==> config.mk <==
export PLATFORM = sky130hd
export DESIGN_NAME = piecewise_linear_curve_lookup_top
export DESIGN_NICKNAME = d
export VERILOG_FILES = /design/src/hdl/plc_pkg.sv /design/src/hdl/piecewise_linear_curve_lookup_top.sv /design/src/hdl/plc_div.sv /design/src/hdl/plc_dp.sv /design/src/hdl/plc_ctrl.sv
export SDC_FILE = /design/constraint.sdc
export NUM_CORES = 2
export LEC_CHECK = 0
export BUFFER_PORTS_ARGS = -buffer_cell sky130_fd_sc_hd__buf_2
export CORE_ASPECT_RATIO = 1.4
export CORE_MARGIN = 10
export CORE_UTILIZATION = 45
export DETAILED_ROUTE_END_ITERATION = 8
export PLACE_DENSITY = 0.69
export SETUP_SLACK_MARGIN = 0.05
export SLEW_MARGIN = 20
export SYNTH_ARGS = -nofsm -noshare
export SYNTH_HDL_FRONTEND = slang
export SYNTH_SLANG_ARGS = --single-unit
==> constraint.sdc <==
create_clock -name clk -period 19.11 [get_ports clk]
set_input_delay 1.911 -clock clk [delete_from_list [all_inputs] [get_ports clk]]
set_output_delay 1.911 -clock clk [all_outputs]
set_load 0.01 [all_outputs]
==> src/hdl/plc_pkg.sv <==
// Shared types and codes for the piecewise-linear curve lookup.
package plc_pkg;

    localparam int DATA_W = 16;
    localparam int DIFF_W = 17;
    localparam int PROD_W = 34;
    localparam int DIV_W  = 33;

    localparam logic REQ_WRITE = 1'b0;
    localparam logic REQ_QUERY = 1'b1;

    localparam logic [2:0] ST_INTERP = 3'd0;
    localparam logic [2:0] ST_BELOW  = 3'd1;
    localparam logic [2:0] ST_ABOVE  = 3'd2;
    localparam logic [2:0] ST_FEW    = 3'd3;
    localparam logic [2:0] ST_NOSEG  = 3'd4;

    localparam logic [1:0] EM_ZERO = 2'd0;
    localparam logic [1:0] EM_RDY  = 2'd1;
    localparam logic [1:0] EM_YL   = 2'd2;
    localparam logic [1:0] EM_QUOT = 2'd3;

    typedef struct packed {
        logic               req_type;
        logic [3:0]         point_index;
        logic signed [15:0] point_x;
        logic signed [15:0] point_y;
        logic signed [15:0] query_x;
    } req_t;

    typedef struct packed {
        logic signed [15:0] curve_y;
        logic [2:0]         lookup_status;
    } rsp_t;

    typedef struct packed {
        logic       wr_en;
        logic       ld_query;
        logic       save_first;
        logic       save_prev;
        logic       mul_go;
        logic       div_go;
        logic       emit;
        logic [1:0] emit_sel;
        logic [2:0] emit_status;
    } cmd_t;

    typedef struct packed {
        logic le_first;
        logic ge_last;
        logic in_seg;
        logic dx_zero;
        logic div_done;
    } sts_t;

endpackage

==> src/hdl/piecewise_linear_curve_lookup_top.sv <==
// Top level of the piecewise-linear curve lookup: controller plus datapath.
//
//  channel   signals                  direction  handshake
//  request   start, req (req_t)       in         taken when start & !busy
//  result    done, rsp (rsp_t)        out        one-cycle strobe on done
//  config    cfg_we, cfg_data         in         written when cfg_we is high
//
// A write request gives no result. A query is answered by a linear scan of the
// breakpoint memory, one point per cycle on its single read port, then a
// 33-step serial divider. busy is high from acceptance until the result cycle,
// but stays low for a query with fewer than two points in use.
// Reset clears the point count; table contents stay undefined until written.
module piecewise_linear_curve_lookup_top #(
    parameter int MAX_POINTS = 16
) (
    input  logic          clk,
    input  logic          rst_n,
    input  logic          start,
    output logic          busy,
    input  plc_pkg::req_t req,
    output logic          done,
    output plc_pkg::rsp_t rsp,
    input  logic          cfg_we,
    input  logic [4:0]    cfg_data
);
    import plc_pkg::*;

    cmd_t                          cmd;
    sts_t                          sts;
    logic [$clog2(MAX_POINTS)-1:0] rd_addr;

    plc_ctrl #(
        .MAX_POINTS (MAX_POINTS)
    ) u_ctrl (
        .clk      (clk),
        .rst_n    (rst_n),
        .start    (start),
        .req_type (req.req_type),
        .cfg_we   (cfg_we),
        .cfg_data (cfg_data),
        .sts      (sts),
        .busy     (busy),
        .cmd      (cmd),
        .rd_addr  (rd_addr)
    );

    plc_dp #(
        .MAX_POINTS (MAX_POINTS)
    ) u_dp (
        .clk     (clk),
        .rst_n   (rst_n),
        .cmd     (cmd),
        .rd_addr (rd_addr),
        .req     (req),
        .sts     (sts),
        .done    (done),
        .rsp     (rsp)
    );

endmodule

==> src/hdl/plc_div.sv <==
// Iterative restoring divider, one quotient bit per cycle.
module plc_div (
    input  logic        clk,
    input  logic        rst_n,
    input  logic        go,
    input  logic [32:0] dividend,
    input  logic [16:0] divisor,
    output logic        done,
    output logic [16:0] quotient
);
    import plc_pkg::*;

    logic [DIV_W-1:0] quo_reg;
    logic [16:0]      rem_reg;
    logic [5:0]       cnt_reg;
    logic             run_reg;
    logic             done_reg;
    logic [16:0]      div_reg;
    logic [17:0]      trial;
    logic             fits;

    assign trial = {rem_reg[16:0], quo_reg[DIV_W-1]};
    assign fits  = trial >= {1'b0, div_reg};

    always_ff @(posedge clk or negedge rst_n)
    begin
        if (!rst_n)
        begin
            run_reg  <= 1'b0;
            done_reg <= 1'b0;
            cnt_reg  <= '0;
        end
        else if (go)
        begin
            run_reg  <= 1'b1;
            done_reg <= 1'b0;
            cnt_reg  <= 6'(DIV_W - 1);
        end
        else if (run_reg)
        begin
            if (cnt_reg == '0)
            begin
                run_reg  <= 1'b0;
                done_reg <= 1'b1;
            end
            else
            begin
                cnt_reg <= cnt_reg - 6'd1;
            end
        end
        else
        begin
            done_reg <= 1'b0;
        end
    end

    always_ff @(posedge clk)
    begin
        if (go)
        begin
            quo_reg <= dividend;
            rem_reg <= '0;
            div_reg <= divisor;
        end
        else if (run_reg)
        begin
            quo_reg <= {quo_reg[DIV_W-2:0], fits};
            rem_reg <= fits ? 17'(trial - {1'b0, div_reg}) : trial[16:0];
        end
    end

    assign done     = done_reg;
    assign quotient = quo_reg[16:0];

endmodule

==> src/hdl/plc_dp.sv <==
// Datapath: breakpoint memories, compares, multiplier, divider and result register.
module plc_dp #(
    parameter int MAX_POINTS = 16
) (
    input  logic                          clk,
    input  logic                          rst_n,
    input  plc_pkg::cmd_t                 cmd,
    input  logic [$clog2(MAX_POINTS)-1:0] rd_addr,
    input  plc_pkg::req_t                 req,
    output plc_pkg::sts_t                 sts,
    output logic                          done,
    output plc_pkg::rsp_t                 rsp
);
    import plc_pkg::*;

    localparam int IDX_W = $clog2(MAX_POINTS);

    logic signed [15:0] x_mem [MAX_POINTS];
    logic signed [15:0] y_mem [MAX_POINTS];

    logic signed [15:0]     rd_x_reg;
    logic signed [15:0]     rd_y_reg;
    logic signed [15:0]     qx_reg;
    logic signed [15:0]     xl_reg;
    logic signed [15:0]     yl_reg;
    logic signed [PROD_W-1:0] prod_reg;
    logic [16:0]            dx_reg;
    logic                   neg_reg;
    logic                   done_reg;
    rsp_t                   rsp_reg;

    logic                   wr_ok;
    logic [IDX_W-1:0]       wr_addr;
    logic signed [DIFF_W-1:0] dy;
    logic signed [DIFF_W-1:0] dxq;
    logic signed [DIFF_W-1:0] dx;
    logic signed [PROD_W-1:0] prod_next;
    logic [DIV_W-1:0]       prod_mag;
    logic                   div_done;
    logic [16:0]            quo;
    logic signed [17:0]     quo_s;
    logic signed [17:0]     sum;
    logic signed [15:0]     sat_y;
    logic signed [15:0]     y_next;

    assign wr_ok   = 32'(req.point_index) < MAX_POINTS;
    assign wr_addr = IDX_W'(req.point_index);

    always_ff @(posedge clk)
    begin
        if (cmd.wr_en && wr_ok)
        begin
            x_mem[wr_addr] <= req.point_x;
            y_mem[wr_addr] <= req.point_y;
        end
        rd_x_reg <= x_mem[rd_addr];
        rd_y_reg <= y_mem[rd_addr];
    end

    assign dy        = {rd_y_reg[15], rd_y_reg} - {yl_reg[15], yl_reg};
    assign dxq       = {qx_reg[15], qx_reg} - {xl_reg[15], xl_reg};
    assign dx        = {rd_x_reg[15], rd_x_reg} - {xl_reg[15], xl_reg};
    assign prod_next = dy * dxq;
    assign prod_mag  = prod_reg[PROD_W-1] ? DIV_W'(-prod_reg) : DIV_W'(prod_reg);

    assign sts.le_first = qx_reg <= rd_x_reg;
    assign sts.ge_last  = qx_reg >= rd_x_reg;
    assign sts.in_seg   = (qx_reg >= xl_reg) && (qx_reg <= rd_x_reg);
    assign sts.dx_zero  = rd_x_reg == xl_reg;
    assign sts.div_done = div_done;

    always_ff @(posedge clk)
    begin
        if (cmd.ld_query)
        begin
            qx_reg <= req.query_x;
        end
        if (cmd.save_first || cmd.save_prev)
        begin
            xl_reg <= rd_x_reg;
            yl_reg <= rd_y_reg;
        end
        if (cmd.mul_go)
        begin
            prod_reg <= prod_next;
            dx_reg   <= dx[16:0];
        end
        if (cmd.div_go)
        begin
            neg_reg <= prod_reg[PROD_W-1];
        end
    end

    plc_div u_div (
        .clk      (clk),
        .rst_n    (rst_n),
        .go       (cmd.div_go),
        .dividend (prod_mag),
        .divisor  (dx_reg),
        .done     (div_done),
        .quotient (quo)
    );

    assign quo_s = neg_reg ? -$signed({1'b0, quo}) : $signed({1'b0, quo});
    assign sum   = {{2{yl_reg[15]}}, yl_reg} + quo_s;

    always_comb
    begin
        if (sum > 18'sd32767)
            sat_y = 16'sh7fff;
        else if (sum < -18'sd32768)
            sat_y = 16'sh8000;
        else
            sat_y = sum[15:0];
    end

    always_comb
    begin
        case (cmd.emit_sel)
            EM_ZERO: y_next = '0;
            EM_RDY:  y_next = rd_y_reg;
            EM_YL:   y_next = yl_reg;
            EM_QUOT: y_next = sat_y;
            default: y_next = '0;
        endcase
    end

    always_ff @(posedge clk or negedge rst_n)
    begin
        if (!rst_n)
            done_reg <= 1'b0;
        else
            done_reg <= cmd.emit;
    end

    always_ff @(posedge clk)
    begin
        if (cmd.emit)
        begin
            rsp_reg.curve_y       <= y_next;
            rsp_reg.lookup_status <= cmd.emit_status;
        end
    end

    assign done = done_reg;
    assign rsp  = rsp_reg;

endmodule

==> src/hdl/plc_ctrl.sv <==
// Controller: request decode, segment scan sequencing and point-count register.
module plc_ctrl #(
    parameter int MAX_POINTS = 16
) (
    input  logic                          clk,
    input  logic                          rst_n,
    input  logic                          start,
    input  logic                          req_type,
    input  logic                          cfg_we,
    input  logic [4:0]                    cfg_data,
    input  plc_pkg::sts_t                 sts,
    output logic                          busy,
    output plc_pkg::cmd_t                 cmd,
    output logic [$clog2(MAX_POINTS)-1:0] rd_addr
);
    import plc_pkg::*;

    localparam int IDX_W = $clog2(MAX_POINTS);
    localparam int CNT_W = $clog2(MAX_POINTS + 1);

    localparam logic [2:0] S_IDLE  = 3'd0;
    localparam logic [2:0] S_CHK0  = 3'd1;
    localparam logic [2:0] S_CHKL  = 3'd2;
    localparam logic [2:0] S_SCAN  = 3'd3;
    localparam logic [2:0] S_DIVGO = 3'd4;
    localparam logic [2:0] S_WAIT  = 3'd5;

    logic [2:0]       state_reg, state_next;
    logic [4:0]       active_points_reg;
    logic [CNT_W-1:0] n_reg, n_next;
    logic [CNT_W-1:0] i_reg, i_next;
    logic [CNT_W-1:0] n_clip;
    logic [CNT_W-1:0] last;
    logic [CNT_W-1:0] i_inc;

    assign n_clip = (32'(active_points_reg) > MAX_POINTS) ? CNT_W'(MAX_POINTS)
                                                          : CNT_W'(active_points_reg);
    assign last   = n_reg - CNT_W'(1);
    assign i_inc  = i_reg + CNT_W'(1);

    always_comb
    begin
        state_next = state_reg;
        n_next     = n_reg;
        i_next     = i_reg;
        cmd        = '0;
        rd_addr    = '0;
        unique case (state_reg)
            S_IDLE:
            begin
                if (start)
                begin
                    if (req_type == REQ_WRITE)
                    begin
                        cmd.wr_en = 1'b1;
                    end
                    else if (n_clip < CNT_W'(2))
                    begin
                        cmd.emit        = 1'b1;
                        cmd.emit_sel    = EM_ZERO;
                        cmd.emit_status = ST_FEW;
                    end
                    else
                    begin
                        cmd.ld_query = 1'b1;
                        n_next       = n_clip;
                        state_next   = S_CHK0;
                    end
                end
            end
            S_CHK0:
            begin
                if (sts.le_first)
                begin
                    cmd.emit        = 1'b1;
                    cmd.emit_sel    = EM_RDY;
                    cmd.emit_status = ST_BELOW;
                    state_next      = S_IDLE;
                end
                else
                begin
                    cmd.save_first = 1'b1;
                    rd_addr        = last[IDX_W-1:0];
                    state_next     = S_CHKL;
                end
            end
            S_CHKL:
            begin
                if (sts.ge_last)
                begin
                    cmd.emit        = 1'b1;
                    cmd.emit_sel    = EM_RDY;
                    cmd.emit_status = ST_ABOVE;
                    state_next      = S_IDLE;
                end
                else
                begin
                    rd_addr    = IDX_W'(1);
                    i_next     = CNT_W'(1);
                    state_next = S_SCAN;
                end
            end
            S_SCAN:
            begin
                if (sts.in_seg)
                begin
                    if (sts.dx_zero)
                    begin
                        cmd.emit        = 1'b1;
                        cmd.emit_sel    = EM_YL;
                        cmd.emit_status = ST_INTERP;
                        state_next      = S_IDLE;
                    end
                    else
                    begin
                        cmd.mul_go = 1'b1;
                        state_next = S_DIVGO;
                    end
                end
                else if (i_reg == last)
                begin
                    cmd.emit        = 1'b1;
                    cmd.emit_sel    = EM_ZERO;
                    cmd.emit_status = ST_NOSEG;
                    state_next      = S_IDLE;
                end
                else
                begin
                    cmd.save_prev = 1'b1;
                    rd_addr       = i_inc[IDX_W-1:0];
                    i_next        = i_inc;
                end
            end
            S_DIVGO:
            begin
                cmd.div_go = 1'b1;
                state_next = S_WAIT;
            end
            S_WAIT:
            begin
                if (sts.div_done)
                begin
                    cmd.emit        = 1'b1;
                    cmd.emit_sel    = EM_QUOT;
                    cmd.emit_status = ST_INTERP;
                    state_next      = S_IDLE;
                end
            end
            default:
            begin
                state_next = S_IDLE;
            end
        endcase
    end

    always_ff @(posedge clk or negedge rst_n)
    begin
        if (!rst_n)
        begin
            state_reg         <= S_IDLE;
            active_points_reg <= '0;
            n_reg             <= '0;
            i_reg             <= '0;
        end
        else
        begin
            state_reg <= state_next;
            n_reg     <= n_next;
            i_reg     <= i_next;
            if (cfg_we)
            begin
                active_points_reg <= cfg_data;
            end
        end
    end

    assign busy = state_reg != S_IDLE;

endmodule

==> flow_summary.ini <==
[setup_path]
cp.required_ps = 19520
worst_path_most_repeated_cell = fa_1
crit_path_start_kind = flip-flop
reg2reg_setup_slack_ps = 9770
cp_slowest_cell = nor2_2
critical_path_arrival_ps = 9750
path_max_fanout = 15
path_class = reg2reg
critical_path.max_stage_delay_ps = 690
cp-end-kind = flip-flop

[sta]
setup_viol = 0
rsz0062_at_grt = no
tightest_slew_ps = 1206
fin_setup_tns_ps = 0
finalCriticalPeriod_ps = 9342
fin_skew_ps = 27.00
slew_headroom_pct = 19.31
post-route-period-util_pct = 48.89
drv_slew = 0
clock.fmax_mhz = 107.0
finalHoldViolations = 0

[routing]
drc = 0
drtIter0Drc = 3144
vias = 31010
drtPass1Iterations = 5
ant_nets = 0
post_drt_wl_per_cell_microns = 22.02
totalWireLength_microns = 118700
vias_per_cell = 5.751

[yosys]
avgSynthCellArea_sq_um = 11.43
syn_inst = 3955
synth-main-ff-cell = edfxtp_1
synth_area_sq_um = 45200
yosys-top-cells-area = edfxtp_1, fa_1, ha_1
ys_seq_area_share_pct = 48.91
synth_top_area_cell = edfxtp_1
synth_cell_types = 83
synth_edf_count = 681
yosys_warnings = 0
netlist.area_leader.share_pct = 45.25
synth_fp_nets = 4507
async_reset_ff_share_pct = 3.567
yosys_register_bits = 757

[finish]
area_growth_pct = 10.22
final_nets = 4556
mostFrequentLayoutCells = edfxtp_1, inv_1, nand2_1, fa_1, nand3_1
layout-drive-gt1-share_pct = 8.729
final_common_cell = edfxtp_1

[clock_network]
clockRootBuffer = clkbuf_16
ctsResizeCount = 0
cts_hold_buf = 0
htree_levels = 3
clk_pin_slew_ps = 60
cts_tree = done
clock_path_buffers = 3
cts_buffers = 76
worst_skew_pair.late_latency_ps = 690
cts.sinks = 757
cts_setup_buffers = 0

[floorplan]
core_sq_um = 99760
die_h_microns = 395.0
start_util_pct = 45.30
die_w_microns = 287.8
ios = 83
fp-row-count = 137
design.die.area_sq_um = 113700

[placement]
io_buffers = 82
gp_congestion = 0.9187
hpwl_microns = 80550

[grt]
grt_pass1_vias = 31110
overflow = 0
grt_pass1_wl_microns = 180900
grt_max_degree = 88
antenna_found_initial = 18
grt.total_usage_pct = 20.63

[min_path]
hold_path_class = reg2reg

[flow_run]
cap_viol_max_count = 0

[run_status]
status = finished, final reports clean
==> worst paths after layout <==
check                               start                     endpoint  depth (start not counted)
max                        u_dp.xl_reg[0]            u_dp.prod_reg[32]                         29
min                        u_dp.dx_reg[3]        u_dp.u_div.div_reg[3]                          0
max reg2reg                u_dp.xl_reg[0]            u_dp.prod_reg[32]                         29
min reg2reg                u_dp.dx_reg[3]        u_dp.u_div.div_reg[3]                          0
max in group asynchronous           rst_n        u_dp.u_div.cnt_reg[4]                          1
min in group asynchronous           rst_n  u_ctrl.active_points_reg[0]                          1
==> cells in the mapped netlist, types with 11 or more instances <==
| cell type | number |
|---|---|
| nand3_1 | 273 |
| nor2b_1 | 47 |
| o211ai_1 | 20 |
| or3_1 | 18 |
| a21o_1 | 22 |
| a22o_1 | 65 |
| and2_1 | 16 |
| nand2b_1 | 33 |
| mux2i_1 | 86 |
| a22oi_1 | 17 |
| clkbuf_1 | 134 |
| inv_1 | 431 |
| and3_1 | 11 |
| dfrtp_1 | 27 |
| o221ai_2 | 20 |
| o21ai_0 | 247 |
| a211oi_1 | 13 |
| edfxtp_1 | 681 |
| a21oi_1 | 157 |
| fa_1 | 301 |
| xnor2_1 | 87 |
| dfxtp_1 | 49 |
| a21boi_0 | 12 |
| xor2_1 | 63 |
| nor2_1 | 227 |
| nand2_1 | 348 |
| ha_1 | 189 |
| o41ai_1 | 11 |
| o31ai_1 | 14 |
| o221ai_1 | 16 |
| nand4_1 | 46 |
| nor3_1 | 39 |
| a31oi_1 | 47 |
| o21a_1 | 15 |
| buf_2 | 32 |
| or2_2 | 18 |
==> kinds of logic (layout without fill, tap and decap cells) <==
family	Yosys count	in the layout	share of synthesized area (%)
AND/OR/NAND/NOR	1120	1120	11.65
flip-flops	757	757	48.91
AO/OA/AOI/OAI	733	733	10.58
buffers and inverters	610	722	5.238
adder cells (fa/ha/maj)	490	490	18.56
XOR/XNOR	151	151	2.943
multiplexers	94	94	2.112
other	0	5	0
==> stage by stage <==
step	cell area (sq um)	setup slack (ps)	cells	hold WS (ps)	utilization (%)
2_1_floorplan	45200	10710	3955	400.3	-
3_3_place_gp	47250	9691	5246	400.9	47.37
3_5_place_dp	47260	9849	5246	404.5	47.37
4_1_cts	49760	9801	5387	418.7	49.88
5_1_grt	49810	9195	5390	423.7	49.93
6_report	49810	9768	5392	416.9	49.93
==> final cells by class <==
class	instances	area [sq um]
Multi-Input combinational cell	2588	21000
Inverter	431	1618
Timing Repair Buffer	150	920.9
Tap cell	1320	1652
Fill cell	8764	49950
Clock buffer	95	2003
Sequential cell	757	22110
Clock inverter	46	505.5
Antenna cell	5	12.51
==> worst max-delay path: cells and delay by family, from the launching register on <==
family	cells	cell delay [ps]
AO/OA/AOI/OAI	12	2780
adder cells (fa/ha/maj)	9	4020
buffers and inverters	2	90
flip-flops	1	410
multiplexers	2	680
AND/OR/NAND/NOR	4	1080
==> routing by layer <==
layer / part of all wire (%) / track usage [%]
met3: 6.7 / 3.087
met1: 37 / 23.90
met4: 4.5 / 9.297
met2: 52 / 37.06
met5: 0.071 / 0
Power is not shown: default switching activity piles up to over one toggle a cycle in this logic, so the estimate is an artifact.
